$ cat src/hw/rtl/pose_history_interpolator_defines.svh
// Assertion macros shared by the pose history interpolator RTL.
`ifndef POSE_HISTORY_INTERPOLATOR_DEFINES_SVH
`define POSE_HISTORY_INTERPOLATOR_DEFINES_SVH

// Same-cycle implication, checked out of reset
`define PHI_ASSERT_NOW(lbl, ante, cons, msg) \
    lbl: assert property (@(posedge i_clk) disable iff (!i_rst_n) (ante) |-> (cons)) \
        else $error(msg);

// Next-cycle implication, checked out of reset
`define PHI_ASSERT_NEXT(lbl, ante, cons, msg) \
    lbl: assert property (@(posedge i_clk) disable iff (!i_rst_n) (ante) |=> (cons)) \
        else $error(msg);

`endif

$ cat src/hw/rtl/phi_pkg.sv
// Shared types and constants of the pose history interpolator.
package phi_pkg;

    localparam int FIELD_W    = 32;
    localparam int NUM_FIELDS = 6;
    localparam int ENTRY_W    = FIELD_W * (NUM_FIELDS + 1);
    localparam int ALPHA_BITS = 24;
    localparam int LIMIT_W    = 11;
    localparam int OUT_W      = 240;

    typedef enum logic [1:0] {
        ST_REC    = 2'd0,
        ST_POSE   = 2'd1,
        ST_EMPTY  = 2'd2,
        ST_NOPAIR = 2'd3
    } t_status;

    // controller to datapath
    typedef struct packed {
        logic    accept;
        logic    take_first;
        logic    clamp;
        logic    scan_start;
        logic    scan_go;
        logic    hit;
        logic    div_step;
        logic    mul;
        logic    acc;
        logic    set_status;
        t_status status;
        logic    load_out;
    } t_cmd;

    // datapath to controller
    typedef struct packed {
        logic in_func;
        logic empty;
        logic le_first;
        logic ge_last;
        logic hit;
        logic last_pair;
        logic span_zero;
        logic div_done;
        logic mul_last;
        logic out_free;
    } t_sts;

endpackage

$ cat src/hw/rtl/phi_ctrl.sv
// Sequencer for record, clamp, scan, divide and interpolate steps.
module phi_ctrl (
    input  logic          i_clk,
    input  logic          i_rst_n,
    input  logic          i_in_valid,
    output logic          o_in_ready,
    input  phi_pkg::t_sts i_sts,
    output phi_pkg::t_cmd o_cmd
);
    import phi_pkg::*;

    typedef enum logic [7:0] {
        S_IDLE      = 8'b0000_0001,
        S_CHK_FIRST = 8'b0000_0010,
        S_CHK_LAST  = 8'b0000_0100,
        S_SCAN      = 8'b0000_1000,
        S_DIV       = 8'b0001_0000,
        S_MUL       = 8'b0010_0000,
        S_ACC       = 8'b0100_0000,
        S_DONE      = 8'b1000_0000
    } t_state;

    t_state r_state, n_state;

    assign o_in_ready = (r_state == S_IDLE);

    // next state and commands
    always_comb begin
        n_state = r_state;
        o_cmd   = '0;
        unique case (r_state)
            S_IDLE: begin
                if (i_in_valid) begin
                    o_cmd.accept = 1'b1;
                    if (!i_sts.in_func) begin
                        o_cmd.set_status = 1'b1;
                        o_cmd.status     = ST_REC;
                        n_state          = S_DONE;
                    end else if (i_sts.empty) begin
                        o_cmd.set_status = 1'b1;
                        o_cmd.status     = ST_EMPTY;
                        n_state          = S_DONE;
                    end else begin
                        n_state = S_CHK_FIRST;
                    end
                end
            end
            S_CHK_FIRST: begin
                o_cmd.take_first = 1'b1;
                if (i_sts.le_first) begin
                    o_cmd.clamp      = 1'b1;
                    o_cmd.set_status = 1'b1;
                    o_cmd.status     = ST_POSE;
                    n_state          = S_DONE;
                end else begin
                    n_state = S_CHK_LAST;
                end
            end
            S_CHK_LAST: begin
                if (i_sts.ge_last) begin
                    o_cmd.clamp      = 1'b1;
                    o_cmd.set_status = 1'b1;
                    o_cmd.status     = ST_POSE;
                    n_state          = S_DONE;
                end else begin
                    o_cmd.scan_start = 1'b1;
                    n_state          = S_SCAN;
                end
            end
            S_SCAN: begin
                if (i_sts.hit) begin
                    o_cmd.hit        = 1'b1;
                    o_cmd.set_status = 1'b1;
                    o_cmd.status     = ST_POSE;
                    n_state          = i_sts.span_zero ? S_MUL : S_DIV;
                end else if (i_sts.last_pair) begin
                    o_cmd.set_status = 1'b1;
                    o_cmd.status     = ST_NOPAIR;
                    n_state          = S_DONE;
                end else begin
                    o_cmd.scan_go = 1'b1;
                end
            end
            S_DIV: begin
                o_cmd.div_step = 1'b1;
                if (i_sts.div_done) n_state = S_MUL;
            end
            S_MUL: begin
                o_cmd.mul = 1'b1;
                n_state   = S_ACC;
            end
            S_ACC: begin
                o_cmd.acc = 1'b1;
                n_state   = i_sts.mul_last ? S_DONE : S_MUL;
            end
            S_DONE: begin
                if (i_sts.out_free) begin
                    o_cmd.load_out = 1'b1;
                    n_state        = S_IDLE;
                end
            end
            default: n_state = S_IDLE;
        endcase
    end

    always_ff @(posedge i_clk) begin
        if (!i_rst_n) r_state <= S_IDLE;
        else          r_state <= n_state;
    end

endmodule

$ cat config.mk
export PLATFORM = sky130hd
export DESIGN_NAME = phi_ctrl
export DESIGN_NICKNAME = d
export VERILOG_FILES = /design/src/hw/rtl/pose_history_interpolator_defines.svh /design/src/hw/rtl/phi_pkg.sv /design/src/hw/rtl/phi_ctrl.sv
export SDC_FILE = /design/constraint.sdc
export NUM_CORES = 1
export LEC_CHECK = 0
export BUFFER_PORTS_ARGS = -buffer_cell sky130_fd_sc_hd__buf_4
export CAP_MARGIN = 40
export CORE_MARGIN = 4
export CORE_UTILIZATION = 32
export CTS_BUF_LIST = sky130_fd_sc_hd__clkbuf_4
export CTS_CLUSTER_DIAMETER = 80
export DETAILED_ROUTE_END_ITERATION = 16
export PLACE_DENSITY = 0.71
export SLEW_MARGIN = 20
export SYNTH_ARGS = -nofsm -noshare
export SYNTH_HDL_FRONTEND = slang
export SYNTH_SLANG_ARGS = --single-unit
$ cat constraint.sdc
create_clock -name i_clk -period 1.3 [get_ports i_clk]
set_clock_uncertainty 0.05 [all_clocks]
set_input_delay 0.065 -clock i_clk [delete_from_list [all_inputs] [get_ports i_clk]]
set_output_delay 0.065 -clock i_clk [all_outputs]
set_load 0.05 [all_outputs]
==> impl_results.md, run 1 <==
* Outcome: complete, but fails checks
* Violated checks: setup timing
* Initial antenna violation count at 0
* Final Power at 1.47 mW
* Cell Area, Synth at 582 µm²
* Required time of the critical path at 1.19 ns
* Worst Setup Path Type: reg -> out
* Unique masters post-synth at 34
* Critical Path End: o_cmd[3]
* CTS tree: done
* Max transition margin at 0.768
* Pwr dens at 1000 mW/mm²
* Reg area at 178 µm²
* Gr usage total at 0.226
* Core Util, Final at 0.846
* Most frequent cells in the layout: 42 x buf_4, 13 x buf_8, 11 x buf_6
* Reg2Reg Capture Point: r_state[5]
* Worst-Skew Late Latency at 0.25 ns
* Cell row count at 15
* Most common cell after layout, fill and taps aside: buf_4
* Filler cell count in the final layout at 89
* Hold_buf cts at 0
* VDD IR-drop max at 988 µV
* Syn. warnings at 0
* Drt drc at 0
* Vias in the first global route at 918
* Pleak at 0.675 nW
* CTS max path bufs at 2
* Clk root buf: clkbuf_4
* DRT antenna net count at 0
* Hold/Removal Path Class: in -> reg
* Htree depth at 1
* PnR worst setup slack at -0.622 ns
* Die area at 0.00256 mm²
* Critical Path AT at 1.81 ns
* Syn Inst Count at 74
* Average wire per standard cell at 16.8 µm
* RSZ-0062 raised after global routing: true
* CTS clk-pin slew, worst paths at 0.06 ns
* Final setup viols at 22
* #FFs+latches synth at 8
* Setup TNS at -9.98 ns
* Synth-to-Final Area Change at 151%
* Number of buffers created by CTS at 3
* Fin Hold WS at 0.0294 ns
* Congestion Overflow GR at 0
* Drt total wl at 2830 µm
* Initial Util at 0.337
* Part of the Yosys area used for sequential elements at 0.275
* Setup crit end kind: output port
* Pre-CTS WS at -0.467 ns
* Die X at 50.6 µm
* Hpwl dp at 1730 µm
* DRT Pass-1 Iters at 4
* Worst Max-Slew Pin Slew at 0.344 ns
* Crit share post-route at 1.48
* Fin crit period at 1.92 ns
* CORE AREA at 0.00173 mm²
* Largest regs: r_state (8)
* CP max FO at 3
* PortBufs at 26
* Final GP Congestion at 0.816
* Fraction of layout cells with a size suffix above 1 at 0.776
* Nets at 158
* Die H at 50.6 µm
* Clock sinks at 8
* Via density at 5.35
* First-pass GRT wire length at 4280 µm
* CP startpoint kind: register
* Fin. Hold Viols at 0
* Via Count at 899
* Area occupied by multi-input gates at 554 µm²
* Ant diodes at 0
* Largest Register: r_state
* Final Max Tran Viols at 0
* Syn avg cell area at 7.86 µm²
* Crit path from: r_state[2]
* Register-to-Register Path Depth at 8
* Max Freq at 520 MHz
* Boundary Pins at 27
* Max reg flops at 8
* Syn_nets at 87
* RR Startpoint: r_state[4]
* Largest net degree at the start of global routing at 8
* Max Cap Viol at 0
* Reg-to-reg slack, setup at -0.52 ns
* Initial detailed-routing violation count at 14
[Yosys cell counts]
cell type,count,area (µm²)
o21ai_1,1,5.00
o21bai_1,2,15.0
nand3b_1,1,7.51
nand4_1,1,6.26
nand2_1,8,30.0
o2bb2ai_1,1,8.76
dfxtp_1,8,160
nand2b_1,2,12.5
o41ai_2,1,16.3
nor4_2,1,12.5
a21bo_2,1,10.0
nor4_4,1,21.3
a21oi_1,1,5.00
o21ai_0,1,5.00
and4b_2,1,11.3
nand4b_1,2,17.5
a2111oi_0,1,8.76
a31oi_1,1,6.26
a211oi_1,1,7.51
nand3_1,1,5.00
o21a_1,1,7.51
xor2_1,2,17.5
and4b_1,1,10.0
nor3_1,1,5.00
nor2b_1,2,12.5
nor2_1,9,33.8
inv_1,8,30.0
o211ai_1,1,7.51
nor4b_1,2,17.5
and3_1,2,12.5
and2_1,4,25.0
a2bb2oi_1,1,8.76
o22ai_1,2,12.5
a32o_1,1,10.0
[power breakdown]
part           total, mW  switching, mW  internal (mW)
Sequential         0.297         0.0322          0.265
Clock              0.193         0.0868          0.106
Combinational      0.978          0.481          0.496
Total               1.47          0.600          0.867
[critical path, stage by stage (launching register included)]
cell and delay (ns):
dfxtp_4 0.35, nor4_4 0.39, nand2_2 0.14, o22ai_4 0.20, o21bai_4 0.17, o21bai_4 0.15, buf_8 0.16
[timing repair]
item / CTS / global route
pin swaps: 18 / 10
gates resized for setup: 47 / 10
buffers inserted: 16 / 8
endpoints found under the setup margin: 21 / 22
[worst min-delay path by stage]
| stage | slack (ns) | end | depth (start not counted) | start |
|---|---|---|---|---|
| global placement | 0.29 | r_state[3] | 2 | i_rst_n |
| CTS | 0.03 | r_state[3] | 2 | i_rst_n |
| global route | 0.03 | r_state[3] | 2 | i_rst_n |
| detailed placement | 0.29 | r_state[3] | 2 | i_rst_n |
| finish | 0.03 | r_state[3] | 2 | i_rst_n |
| floorplan | 0.13 | r_state[3] | 1 | i_rst_n |
[stage by stage]
step	cell area, µm²	instances
after global routing	1460	168
after CTS	1380	162
after floorplan	694	74
final	1460	168
after detailed placement	1090	147
after global placement	1090	147
[area by class of cell]
class                   instances  area share
multi-input cells              58       0.379
clock buffers                   3      0.0154
flip-flops and latches          8       0.122
well taps                      25      0.0214
repair buffers                 66       0.434
inverters                       8      0.0283
[metal layers]
metal,vias up,part of all wire,track usage
li1,411,-,-
met1,422,0.40,0.258
met2,52,0.49,0.385
met3,14,0.065,0.0564
met4,0,0.048,0.121
met5,-,0,0
[cell families after synthesis]
kind of cell | count (synthesis) | share of synthesized area
AO/OA/AOI/OAI | 17 | 0.230
buffers and inverters | 8 | 0.0516
flip-flops | 8 | 0.275
XOR/XNOR | 2 | 0.0301
AND/OR/NAND/NOR | 39 | 0.413
Power figures use the tool's default switching activity.
==> inputs of run 2 (changes only) <==
PLACE_DENSITY = 0.68   (was 0.71)
==> run 2 against run 1 <==
The flow still finishes with violations (setup timing). Via count up 1.9%. Sequential power hardly changed. Combinational power shrank 2.4%. First-iteration DRC count up 86%. Cell count decreased by 1.2%. Sequential share of layout area increased by 0.42 points. Non-clock buffer count fell by 2. Register-to-register slack is essentially flat.
==> impl_results.md, run 2 (synthesized netlist as in run 1, its figures left out) <==
* Fraction of layout cells with a size suffix above 1 at 0.773
* CP most frequent cell: o21bai_4
* Gr usage total at 0.226
* PortBufs at 26
* Violated checks: setup timing
* Reg area at 180 µm²
* PnR worst setup slack at -0.655 ns
* Worst Max-Slew Pin Slew at 0.350 ns
* Critical path's top delay family: compound AO/OA/AOI/OAI gates
* Final Max Tran Viols at 0
* Max transition margin at 0.765
* Final setup viols at 22
* Via density at 5.52
* CTS max path bufs at 2
* Filler cell count in the final layout at 102
* Pwr dens at 1010 mW/mm²
* RR Startpoint: r_state[2]
* Htree depth at 1
* Initial detailed-routing violation count at 26
* Fin crit period at 1.96 ns
* CP peak stage delay at 0.34 ns
* Hpwl dp at 1670 µm
* CP max FO at 3
* Final GP Congestion at 0.810
* Pre-CTS WS at -0.493 ns
* Reg2Reg Capture Point: r_state[1]
* Crit share post-route at 1.50
* Ant diodes at 0
* Outcome: complete, but fails checks
* Drt drc at 0
* Vias in the first global route at 940
* Drt total wl at 2920 µm
* Cells along the critical path: nor4_4 > buf_4 > nand4b_1 > o22ai_4 > o21bai_4 > o21bai_4 > buf_8
* Clock sinks at 8
* Fin. Hold Viols at 0
* Largest Register: r_state
* RSZ-0062 raised after global routing: true
* Required time of the critical path at 1.19 ns
* CP bufs+invs at 2
* Core Util, Final at 0.830
* DRT antenna net count at 0
* Die H at 50.6 µm
* Critical Path End: o_cmd[3]
* CORE AREA at 0.00173 mm²
* Pleak at 0.660 nW
* Worst-Skew Late Latency at 0.26 ns
* Initial antenna violation count at 0
* Worst Setup Path Type: reg -> out
* Nets at 156
* DRT Pass-1 Iters at 4
* Via Count at 916
* Largest regs: r_state (8)
* CP startpoint kind: register
* Reg-to-reg slack, setup at -0.51 ns
* Die X at 50.6 µm
* Clk root buf: clkbuf_4
* Max Freq at 511 MHz
* Max Cap Viol at 0
* VDD IR-drop max at 843 µV
* Most frequent cells in the layout: 45 x buf_4, 11 x buf_8, 8 x buf_6
* Setup crit end kind: output port
* Average wire per standard cell at 17.6 µm
* Max reg flops at 8
* Synth-to-Final Area Change at 146%
* CTS tree: done
* Crit-path slowest cell: dfxtp_2
* WP depth at 7
* Register-to-Register Path Depth at 7
* CTS clk-pin slew, worst paths at 0.06 ns
* Congestion Overflow GR at 0
* First-pass GRT wire length at 4310 µm
* Die area at 0.00256 mm²
* Boundary Pins at 27
* Initial Util at 0.337
* Cell row count at 15
* Number of buffers created by CTS at 3
* Most common cell after layout, fill and taps aside: buf_4
* Area occupied by multi-input gates at 562 µm²
* Largest net degree at the start of global routing at 8
* Hold/Removal Path Class: in -> reg
* Crit path from: r_state[0]
* Final Power at 1.45 mW
* Critical Path AT at 1.84 ns
-- run 2: cell type report --
class	count	share of cell area
tap	25	0.0218
clock buffer	3	0.0157
sequential	8	0.126
multi-input combinational	58	0.392
timing repair buffer	64	0.414
inverter	8	0.0306
-- run 2: how the worst min path moves through the flow --
stage | from | to | cells after the start
5_1_grt | i_rst_n | r_state[3] | 2
2_1_floorplan | i_rst_n | r_state[3] | 1
3_3_place_gp | i_rst_n | r_state[3] | 2
4_1_cts | i_rst_n | r_state[3] | 2
6_report | i_rst_n | r_state[3] | 2
3_5_place_dp | i_rst_n | r_state[3] | 2
-- run 2: metrics by stage --
step	hold WS [ns]	instances	setup TNS, ns	instance area [µm²]
global route	0.0300	166	-11.97	1430
detailed placement	0.290	149	-5.33	1100
floorplan	0.133	74	-4.40	694
finish	0.0361	166	-10.13	1430
global placement	0.286	149	-4.63	1100
CTS	0.0294	160	-8.66	1350
-- run 2: worst reg2reg max path: stages, from the launching register on --
cell	delay, ns
dfxtp_4	0.35
nor4_4	0.39
buf_4	0.19
nand4b_1	0.15
buf_4	0.18
a2bb2oi_2	0.13
nand4_1	0.16
nor2_1	0.09
-- run 2: metal layers --
layer | up-vias | global-route usage | routed length (µm)
li1 | 408 | - | -
met1 | 422 | 0.231 | 1140
met2 | 67 | 0.428 | 1370
met3 | 19 | 0.0534 | 222
met4 | 0 | 0.103 | 178
met5 | - | 0 | 0
-- run 2: repair_timing --
action | CTS | global route
pin swaps | 9 | 6
buffers inserted | 8 | 6
hold endpoints to repair | 0 | 0
gates resized for setup | 45 | 8
hold buffers | 0 | 0
endpoints found under the setup margin | 21 | 22
-- run 2: power breakdown --
part	switching [mW]	total (mW)	internal [mW]
Sequential	0.0296	0.294	0.264
Clock	0.0927	0.199	0.106
Combinational	0.480	0.955	0.474
==> inputs of run 3 (changes only) <==
SKIP_LAST_GASP = 1   (was not set)
==> run 3 against run 2 <==
The flow still finishes with violations (setup timing). Die area unchanged. Sequential share of layout area up 0.26 points. Clock power barely moved. Cell count down 0.60%. Flip-flop and latch count unchanged. Wire length increased by 1.0%. Count of clock-buffer cells in the layout stayed put. First-iteration DRC count shrank 23%. Critical path depth up 1. Power decreased by 1.5%. Cell area down 2.0%. Combinational power down 2.1%. Critical path type unchanged. Critical endpoint is now o_cmd[2]. Largest power group unchanged.
==> impl_results.md, run 3 (synthesized netlist as in run 1, its figures left out) <==
* Via density at 5.42
* Worst Setup Path Type: reg -> out
* Number of buffers created by CTS at 3
* Reg-to-reg slack, setup at -0.49 ns
* CP bufs+invs at 4
* CP peak stage delay at 0.36 ns
* Ant diodes at 0
* Die X at 50.6 µm
* Final setup viols at 22
* Crit-path slowest cell: dfxtp_4
* Max Cap Viol at 0
* Largest Register: r_state
* Boundary Pins at 27
* Max transition margin at 0.752
* Htree depth at 1
* Cell row count at 15
* Register-to-Register Path Depth at 7
* Setup crit end kind: output port
* CTS max path bufs at 2
* Drt drc at 0
* Drt total wl at 2950 µm
* CP max FO at 3
* Sequential group share of total power at 0.206
* Core Util, Final at 0.813
* Outcome: complete, but fails checks
* Hold/Removal Path Class: in -> reg
* First-pass GRT wire length at 4150 µm
* Pwr dens at 1020 mW/mm²
* Crit share post-route at 1.49
* Comb pwr share at 0.656
* Clock sinks at 8
* Violated checks: setup timing
* Hold Path Stages at 2
* Sw frac at 0.419
* Fin crit period at 1.94 ns
* Origin of the worst min-delay path: i_rst_n
* Filler cell count in the final layout at 102
* Fraction of layout cells with a size suffix above 1 at 0.764
* Die area at 0.00256 mm²
* Fin. Hold Viols at 0
* Cells along the critical path: buf_6 > nor4b_4 > nand2_2 > clkinvlp_4 > nand2_4 > clkinvlp_4 > a32o_2 > buf_8
* Most common cell after layout, fill and taps aside: buf_4
* PortBufs at 26
* Pleak at 0.648 nW
* Nets at 155
* Gr usage total at 0.220
* Final Power at 1.43 mW
* PnR worst setup slack at -0.641 ns
* Critical Path AT at 1.83 ns
* Max reg flops at 8
* DRT antenna net count at 0
* RSZ-0062 raised after global routing: true
* CTS tree: done
* Synth-to-Final Area Change at 141%
* Initial detailed-routing violation count at 20
* Reg2Reg Capture Point: r_state[7]
* Via Count at 895
* Max Freq at 515 MHz
* CP startpoint kind: register
* Net Sw Power at 0.598 mW
* Required time of the critical path at 1.19 ns
* Fin Hold WS at 0.0369 ns
* P_int at 0.828 mW
* Final Max Tran Viols at 0
* Most frequent cells in the layout: 45 x buf_4, 11 x buf_8, 7 x buf_6
* Hold Path Sink: r_state[6]
* Congestion Overflow GR at 0
* Final GP Congestion at 0.810
* Average wire per standard cell at 17.8 µm
* Largest net degree at the start of global routing at 8
* Initial Util at 0.337
* Die H at 50.6 µm
* CTS clk-pin slew, worst paths at 0.06 ns
* Critical path's top delay family: simple AND/OR/NAND/NOR gates
* Pre-CTS WS at -0.493 ns
* Vias in the first global route at 947
* Clk pwr share at 0.138
* Clk root buf: clkbuf_4
* RR Startpoint: r_state[7]
* CORE AREA at 0.00173 mm²
* Hold_buf cts at 0
* Worst Max-Slew Pin Slew at 0.371 ns
* DRT Pass-1 Iters at 4
* Largest regs: r_state (8)
* Setup TNS at -9.78 ns
* VDD IR-drop max at 1000 µV
* Worst-Skew Late Latency at 0.26 ns
* Initial antenna violation count at 0
* Hpwl dp at 1670 µm
* CP most frequent cell: clkinvlp_4
## run 3: layout make-up
cell class                 count  area, µm²  area share
tap                           25       31.3      0.0223
inverter                       8       43.8      0.0312
timing repair buffer          63        582       0.414
multi-input combinational     58        544       0.388
clock buffer                   3       22.5      0.0160
sequential                     8        180       0.128
## run 3: worst register-to-register path: stages, from the launching register on
cell       delay (ns)
dfxtp_2          0.34
nor4_4           0.38
buf_4            0.19
nand4b_1         0.15
buf_4            0.19
a2bb2oi_2        0.13
nand4_1          0.16
o21ai_1          0.08
## run 3: per-stage QoR
step | cells | instance area (µm²)
final | 165 | 1400
after global routing | 165 | 1400
after CTS | 160 | 1330
after detailed placement | 149 | 1100
after global placement | 149 | 1100
after floorplan | 74 | 694
## run 3: layer usage
metal	wire length (µm)	global-route usage	part of all wire	vias to the layer above
met5	0	0	0	-
met4	111	0.152	0.038	0
met3	216	0.0682	0.073	12
met2	1550	0.385	0.53	52
met1	1070	0.218	0.36	424
li1	-	-	-	407
## run 3: timing repair
| item | in CTS | in global routing |
|---|---|---|
| endpoints found under the setup margin | 21 | 22 |
| pin swaps | 8 | 5 |
| hold endpoints to repair | 0 | 0 |
| gates resized for setup | 38 | 11 |
| setup buffers | 8 | 6 |
| gates cloned | 0 | 0 |
## run 3: power by group through the flow
stage               Sequential (mW)  Clock [mW]  Combinational (mW)
floorplan                     0.302           0               0.425
detailed placement            0.299           0               0.697
CTS                           0.293       0.195               0.835
global placement              0.297           0               0.691
global route                  0.295       0.218               0.984
finish                        0.294       0.197               0.935
## run 3: worst max path at each step
stage               start       end  slack (ns)  cells past startpoint
2_1_floorplan  r_state[0]  o_cmd[3]       -0.66                      5
3_3_place_gp   r_state[1]  o_cmd[3]       -0.40                      6
3_5_place_dp   r_state[1]  o_cmd[3]       -0.49                      6
4_1_cts        r_state[0]  o_cmd[3]       -0.61                      7
5_1_grt        r_state[0]  o_cmd[3]       -0.76                      7
6_report       r_state[5]  o_cmd[2]       -0.64                      8
